$ cat config.mk
export PLATFORM = sky130hd
export DESIGN_NAME = rc5_key_expand
export DESIGN_NICKNAME = d
export VERILOG_FILES = /design/src/rtl/core/rc5_pkg.sv /design/src/rtl/core/rc5_key_expand.sv
export SDC_FILE = /design/constraint.sdc
export NUM_CORES = 2
export LEC_CHECK = 0
export ABC_AREA = 1
export BUFFER_PORTS_ARGS = -buffer_cell sky130_fd_sc_hd__buf_2
export CAP_MARGIN = 20
export CORE_AREA = 2 2 380 382
export DETAILED_ROUTE_END_ITERATION = 6
export DIE_AREA = 0 0 382 384
export PLACE_DENSITY = 0.67
export SLEW_MARGIN = 20
export SYNTH_ARGS = -nofsm -noshare
export SYNTH_HDL_FRONTEND = slang
export SYNTH_SLANG_ARGS = --single-unit
$ cat constraint.sdc
create_clock -name i_clk -period 9.7 [get_ports i_clk]
set_input_delay 2.91 -clock i_clk [delete_from_list [all_inputs] [get_ports i_clk]]
set_output_delay 2.91 -clock i_clk [all_outputs]
set_load 0.02 [all_outputs]
$ cat src/rtl/core/rc5_pkg.sv
// ----------------------------------------------------------------------------
// rc5_pkg
// Shared constants, types and helper functions for the RC5-32/12/16 block.
// ----------------------------------------------------------------------------
package rc5_pkg;

    localparam int unsigned ROUNDS      = 12;
    localparam int unsigned TABLE_WORDS = 2 * (ROUNDS + 1);
    localparam int unsigned KEY_WORDS   = 4;
    localparam int unsigned MIX_STEPS   =
        3 * ((TABLE_WORDS > KEY_WORDS) ? TABLE_WORDS : KEY_WORDS);
    localparam int unsigned TW_BITS     = $clog2(TABLE_WORDS);
    localparam int unsigned KW_BITS     = $clog2(KEY_WORDS);
    localparam int unsigned RND_BITS    = $clog2(ROUNDS + 1);
    localparam int unsigned MIX_BITS    = $clog2(MIX_STEPS + 1);

    localparam logic [31:0] MAGIC_P = 32'hB7E1_5163;
    localparam logic [31:0] MAGIC_Q = 32'h9E37_79B9;

    localparam logic ACT_ENCRYPT = 1'b0;
    localparam logic ACT_DECRYPT = 1'b1;

    // Handoff from the cell in front to the next one.
    typedef struct packed {
        logic        act;
        logic [31:0] a;
        logic [31:0] b;
    } t_cell_data;

    function automatic logic [31:0] rotl32(input logic [31:0] v, input logic [4:0] n);
        logic [63:0] w;
        w = {v, v} << n;
        return w[63:32];
    endfunction

    function automatic logic [31:0] rotr32(input logic [31:0] v, input logic [4:0] n);
        logic [63:0] w;
        w = {v, v} >> n;
        return w[31:0];
    endfunction

endpackage

$ cat src/rtl/core/rc5_key_expand.sv
// ----------------------------------------------------------------------------
// rc5_key_expand
// Fills the round-key table with the P/Q progression, then runs the
// mixing steps, one per cycle, over the table and a copy of the key.
// ----------------------------------------------------------------------------
module rc5_key_expand (
    input  logic        i_clk,
    input  logic        i_rst_n,
    input  logic        i_start,
    input  logic [31:0] i_key [rc5_pkg::KEY_WORDS],
    output logic        o_busy,
    output logic        o_done,
    output logic [31:0] o_table [rc5_pkg::TABLE_WORDS]
);

    typedef enum logic [2:0] {
        S_IDLE = 3'b001,
        S_FILL = 3'b010,
        S_MIX  = 3'b100
    } t_state;

    t_state                          r_state;
    logic [31:0]                     r_s [rc5_pkg::TABLE_WORDS];
    logic [31:0]                     r_l [rc5_pkg::KEY_WORDS];
    logic [31:0]                     r_a;
    logic [31:0]                     r_b;
    logic [rc5_pkg::TW_BITS-1:0]     r_i;
    logic [rc5_pkg::KW_BITS-1:0]     r_j;
    logic [rc5_pkg::MIX_BITS-1:0]    r_cnt;
    logic [31:0]                     n_a;
    logic [31:0]                     n_b;
    logic [31:0]                     r_fill;

    always_comb begin
        n_a = rc5_pkg::rotl32(r_s[r_i] + r_a + r_b, 5'd3);
        n_b = rc5_pkg::rotl32(r_l[r_j] + n_a + r_b, 5'(n_a + r_b));
    end

    always_ff @(posedge i_clk) begin
        if (!i_rst_n) begin
            r_state <= S_IDLE;
            r_cnt   <= '0;
        end else begin
            case (r_state)
                S_IDLE: begin
                    if (i_start) begin
                        r_state <= S_FILL;
                        r_i     <= '0;
                        r_fill  <= rc5_pkg::MAGIC_P;
                        r_l     <= i_key;
                    end
                end
                S_FILL: begin
                    r_s[r_i] <= r_fill;
                    r_fill   <= r_fill + rc5_pkg::MAGIC_Q;
                    if (r_i == rc5_pkg::TW_BITS'(rc5_pkg::TABLE_WORDS - 1)) begin
                        r_i     <= '0;
                        r_j     <= '0;
                        r_a     <= '0;
                        r_b     <= '0;
                        r_cnt   <= '0;
                        r_state <= S_MIX;
                    end else begin
                        r_i <= r_i + 1'b1;
                    end
                end
                S_MIX: begin
                    r_s[r_i] <= n_a;
                    r_l[r_j] <= n_b;
                    r_a      <= n_a;
                    r_b      <= n_b;
                    r_j      <= r_j + 1'b1;
                    r_i      <= (r_i == rc5_pkg::TW_BITS'(rc5_pkg::TABLE_WORDS - 1)) ?
                                '0 : r_i + 1'b1;
                    r_cnt    <= r_cnt + 1'b1;
                    if (r_cnt == rc5_pkg::MIX_BITS'(rc5_pkg::MIX_STEPS - 1)) begin
                        r_state <= S_IDLE;
                    end
                end
                default: r_state <= S_IDLE;
            endcase
        end
    end

    assign o_busy  = (r_state != S_IDLE);
    assign o_done  = (r_state == S_MIX) &&
                     (r_cnt == rc5_pkg::MIX_BITS'(rc5_pkg::MIX_STEPS - 1));
    assign o_table = r_s;

endmodule

======== Word level (Yosys, flattened, before mapping) ========
Cells that the tools add are included.
storage, ports and cells
  flip-flop bits (word level) ............. 1073
  latch bits .............................. 0
  bits in writable memories ............... 0
  ROM bits ................................ 0
  input bits .............................. 131
  output and inout bits ................... 834
  word-level logic and storage cells ...... 109
  memories kept ........................... 0
operators by class
  add/subtract/negate cells ............... 9
  multipliers ............................. 0
  div/mod/pow operators ................... 0
  $lt $le $gt $ge ......................... 4
  eq/ne operators ......................... 9
  shifts and indexed selects .............. 1
  muxes and demuxes ....................... 32
  bitwise gates (word level) .............. 2
  reduce and logical (&&, ||, !) cells .... 15
operators with widths
  kind                                                            number
  832-bit bitwise mux                                             2
  832-bit case mux with 2 select lines                            1
  32-bit two-way mux                                              8
  128-bit case mux with 2 select lines                            1
  32-bit case mux with 2 select lines                             3
  32-bit binary-select mux with 5-bit select                      1
  32-bit demux with 5-bit select                                  1
  32-bit adder                                                    4
  128-bit bitwise mux                                             1
  128-bit two-way mux                                             1
  32-bit binary-select mux with 2-bit select                      1
  32-bit demux with 2-bit select                                  1
  64-bit by 5-bit left shift with 64-bit output                   1
  32-bit adder (second input constant)                            1
  3-bit AND reduction                                             5
  7-bit case mux with 2 select lines                              1
  5-bit two-way mux                                               2
  5-bit case mux with 2 select lines                              1
  3-bit two-way mux                                               3
  3-bit case mux with 3 select lines                              1
  2-bit nonzero test                                              4
  7-bit by 1-bit adder with 7-bit output (second input constant)  1
  7-bit equality test (second input constant)                     1
  7-bit two-way mux                                               1
  other kinds (20)                                                25

======== Depth between registers and ports, before layout ========
  depth in word-level cells ............... 11
  gate-level depth with buffers ........... 47
  gate-level depth less buffers ........... 44

======== Worst setup path before layout ========
Ideal clock, no wire load.
  kind .................................... register to register
  start point ............................. register r_i[0] (netlist name)
  end point ............................... register r_l[110] (netlist name), data pin
  setup time .............................. 0.254 ns
  data arrival time ....................... 6.998 ns
  data required time ...................... 9.446 ns
  setup slack ............................. 2.448 ns
  cell stages (with the launch flop) ...... 46
  path buffers ............................ 6
  clock period less this slack ............ 7.252 ns
  cell sequence ........................... edfxtp_1 inv_1 buf_2 buf_2 clkbuf_1 clkbuf_1 o21ai_0 o22ai_1 nand2_1 nand4_1 a21oi_1 fa_1 inv_1 ha_1 fa_1 nand3_1 o2111ai_2 a21oi_4 [10 not listed] fa_1 nand2_1 nand3_1 and2_1 a21oi_1 inv_1 nand2_1 nand3_1 nand2_1 nand3_1 nand3_1 nand3_1 nand3_1 nand3_1 nand2_1 inv_1 nand3_1 nand2_1
on the way
  word-level cells in the longest chain between the ends .. 11
  elaborated cells on any way between the ends .. 12
  classes of those cells .................. 5 x add/sub; 1 x shift; 5 x mux; 1 x bitwise
ends and longest elaborated chain
  item                                                      line                  source
  start: declaration                                        rc5_key_expand.sv:27  logic [rc5_pkg::TW_BITS-1:0] r_i;
  start signal: assignment                                  rc5_key_expand.sv:64  r_i <= r_i + 1'b1;
  start signal: assignment                                  rc5_key_expand.sv:73  r_i <= (r_i == rc5_pkg::TW_BITS'(rc5_pkg::TABLE_WORDS - 1)) ?
  5-bit inverter with 6-bit output (implied by the code) *  rc5_key_expand.sv:35  n_a = rc5_pkg::rotl32(r_s[r_i] + r_a + r_b, 5'd3);
  32-bit binary-select mux with 5-bit select *              rc5_key_expand.sv:35
  32-bit two-way mux (implied by the code) * (2 in series)  rc5_key_expand.sv:35
  32-bit adder * (2 in series)                              rc5_key_expand.sv:35
  via n_a[0]                                                rc5_key_expand.sv:30  logic [31:0] n_a;
  32-bit adder (2 in series)                                rc5_key_expand.sv:36  n_b = rc5_pkg::rotl32(r_l[r_j] + n_a + r_b, 5'(n_a + r_b));
  64-bit by 5-bit left shift with 64-bit output *           rc5_pkg.sv:32         w = {v, v} << n;
  128-bit bitwise mux *                                     rc5_key_expand.sv:69  r_l[r_j] <= n_b;
  128-bit case mux with 2 select lines *                    rc5_key_expand.sv:44  case (r_state)
  end signal: assignment                                    rc5_key_expand.sv:50  r_l <= i_key;
  end signal: indexed assignment                            rc5_key_expand.sv:69
  end: declaration                                          rc5_key_expand.sv:24  logic [31:0] r_l [rc5_pkg::KEY_WORDS];
The timed path passes the listed nets; every way through them passes the cells marked *. The select of a mux whose other input is x is not followed.
A chain may end at the register's enable or synchronous reset.

======== Final worst setup path ========
  start point ............................. register r_i[0] (netlist name)
  end point ............................... register r_l[50] (netlist name), data pin
on the way
  word-level cells in the longest chain between the ends .. 11
  elaborated cells on any way between the ends .. 12
  classes of those cells .................. 5 x add/sub; 1 x shift; 5 x mux; 1 x bitwise
ends and longest elaborated chain
  item                                                      line
  5-bit inverter with 6-bit output (implied by the code) *  rc5_key_expand.sv:35
  32-bit binary-select mux with 5-bit select *              rc5_key_expand.sv:35
  32-bit two-way mux (implied by the code) * (2 in series)  rc5_key_expand.sv:35
  32-bit adder * (2 in series)                              rc5_key_expand.sv:35
  32-bit adder (2 in series)                                rc5_key_expand.sv:36
  64-bit by 5-bit left shift with 64-bit output *           rc5_pkg.sv:32
  128-bit bitwise mux *                                     rc5_key_expand.sv:69
  128-bit case mux with 2 select lines *                    rc5_key_expand.sv:44
Every way passes the cells marked *; elsewhere a longest branch is shown, timed or not. The select of a mux whose other input is x is not followed.

==> flow_summary.json <==
{
  "status": "finished with violations",
  "violations": "design-rule violations",
  "period_share_pct": 94.0,
  "powerDensity_nw_per_um2": 217,
  "drv_cap": 0,
  "layout_common_cells": "nor2_1 (1125), edfxtp_1 (1063), buf_2 (964)",
  "worstHoldStart": "r_cnt[1]$_SDFFE_PN0P_",
  "ctsHtreeMaxLevel": 3,
  "critPathMaxStageDelay_ns": 0.59,
  "syn2layout_area_growth_pct": 19.6,
  "post_drt_wl_per_cell_um": 33.6,
  "core.rowCount": 139,
  "clockRootBuffer": "clkbuf_16",
  "start_util_pct": 39.7,
  "cts.path.max_buffers": 3,
  "max_freq_ghz": 0.110,
  "clk_latency_ns": 0.78,
  "crit_start": "r_i[0]$_SDFFCE_PP0P_",
  "fin_cells": 8841,
  "drv_slew": 0,
  "synth.top_cell.area_share_pct": 56.3,
  "reg2reg_from": "r_i[0]$_SDFFCE_PP0P_",
  "hold_class": "reg -> reg",
  "synth_edf_count": 1063,
  "synth_area_per_cell_um2": 9.40,
  "dp_hpwl_mm": 218,
  "path_max_fanout": 100,
  "cts_setup_buffers": 0,
  "route.detailed.drc": 1,
  "yosys_most_used_dff": "edfxtp_1",
  "max-vdd-ir-drop_uv": 222,
  "dpl.cell_count": 8620,
  "grt_pass1_wl_mm": 400,
  "post-route-min-period_ns": 9.12,
  "ys_warn_count": 0,
  "io_pins": 965,
  "syn_area_um2": 56700,
  "grtUsageTotal_pct": 39.0,
  "async_flop_share_pct": 0,
  "grt_start_max_net_pins": 133,
  "clock-sinks": 1073,
  "cp-start-kind": "flip-flop",
  "place_area_um2": 63900,
  "final_nets": 7110,
  "routed_wl_mm": 297,
  "max_slew.worst_pin.slew_ns": 1.22,
  "numCtsBuffers": 118,
  "critPathKind": "reg -> reg",
  "required_ns": 10.18,
  "vias_per_cell": 6.10,
  "vias": 53934,
  "grt_setup_unrepaired": "false",
  "final_common_cell": "nor2_1",
  "grt_pass1_vias": 49730,
  "cts_hold_buffers": 0,
  "drive_gt1_share_pct": 21.0,
  "syn_inst": 6026,
  "die_w_um": 382,
  "slowest_stage": "edfxtp_1",
  "dieArea_um2": 147000,
  "yosysSeqAreaShare_pct": 56.7,
  "whs_ns": 0.502,
  "crit_top_cell": "nand3_1",
  "synthTopCellsByArea": "edfxtp_1 (56%), nor2_1 (7.8%), nand2_1 (5.8%)",
  "place_congestion": 1.03,
  "p_leak_uw": 0.0286,
  "max-slew-margin-rel_pct": 18.3,
  "setup_tns_ns": 0,
  "synth_largest_area_cell": "edfxtp_1",
  "io_buffer_count": 964,
  "antenna_found_initial": 16,
  "drt_pre_antenna_iters": 7,
  "postCtsResizedCells": 0,
  "crit_arrival_ns": 9.61,
  "grt_overflow": 0,
  "coreArea_um2": 143000,
  "syn-num-nets": 6297,
  "cts_tree": "yes",
  "finClkSkew_ns": 0.0734,
  "synth_seq_cells": 1073,
  "ys_types": 67,
  "finalSetupViolCount": 0,
  "clkTransAtPathRegs_ns": 0.06,
  "drt_iter0_drc": 8198,
  "finalHoldViolCount": 0,
  "stdcell_area_um2": 67800,
  "die_h_um": 384,
  "detail-route-antenna-nets": 0,
  "cp-end-kind": "flip-flop"
}
layer usage:
| metal | track usage [%] | up-vias | wire (um) |
|---|---|---|---|
| li1 | - | 22531 | - |
| met5 | 0 | - | 52 |
| met4 | 28.6 | 8 | 26800 |
| met3 | 7.96 | 851 | 33000 |
| met1 | 48.3 | 26392 | 105000 |
| met2 | 60.7 | 4152 | 132000 |
area by class of cell:
type                            instances  area (um2)
Timing Repair Buffer                 1125        6230
Clock buffer                          139        3030
Fill cell                           13515       75000
Clock inverter                         76         803
Sequential cell                      1073       32100
Multi-Input combinational cell       4137       21700
Tap cell                             1903        2380
Inverter                              384        1460
Antenna cell                            4        10.0
final timing paths:
check	end	slack [ns]	cells past startpoint
worst max-delay path	r_l[50]$_DFFE_PP_	0.58	36
worst min-delay path	r_cnt[1]$_SDFFE_PN0P_	0.50	2
worst max register to register	r_l[50]$_DFFE_PP_	0.58	36
worst min register to register	r_cnt[1]$_SDFFE_PN0P_	0.50	2
where the power goes:
part	internal [uW]	switching, uW	leakage [uW]
clock	2550	2020	0.00185
sequential	5100	19.7	0.0105
combinational	1320	3720	0.0162
total	8970	5760	0.0286
cells in the mapped netlist, types with 17 or more instances:
master and n:
nor2_1 1173, edfxtp_1 1063, nand2_1 873, nand3_1 642, o21ai_0 482, clkbuf_1 340, inv_1 332, a21oi_1 183
o22ai_1 183, o21a_1 133, ha_1 76, fa_1 64, buf_1 46, inv_2 32, buf_2 31, nand4_1 24
a21oi_2 23, mux2i_1 23, nor3_1 23, a221oi_1 22, clkinv_1 20, xor2_1 20, a22o_1 19, a32o_1 19
xnor2_1 17
registers in the layout, indices dropped and copies added, names as in the netlist:
name	count
o_table	832
r_l	128
r_a	32
r_b	32
r_fill	32
r_cnt	7
r_i	5
r_state	3
r_j	2
metrics by stage:
step	power [uW]	utilization [%]	setup WS (ns)
after floorplan	8250	-	2.45
after global placement	10100	44.7	0.851
after detailed placement	10100	44.7	0.941
after CTS	14600	47.4	0.899
after global routing	15200	47.5	0.193
final	14700	47.5	0.578
cell families after synthesis:
group                    count (synthesis)  share of synthesized area (%)
AO/OA/AOI/OAI                         1153                           12.3
AND/OR/NAND/NOR                       2779                           20.3
multiplexers                            23                          0.406
XOR/XNOR                                42                          0.755
flip-flops                            1073                           56.7
adder cells (fa/ha/maj)                140                           3.94
buffers and inverters                  816                           5.62
critical path: cells and delay by family, from the launching register on:
family / cells / cell delay, ns
flip-flops: 1 / 0.59
AO/OA/AOI/OAI: 13 / 3.15
AND/OR/NAND/NOR: 15 / 1.98
adder cells (fa/ha/maj): 4 / 1.81
buffers and inverters: 4 / 1.23
No activity file was read; power rests on OpenSTA's default activity.
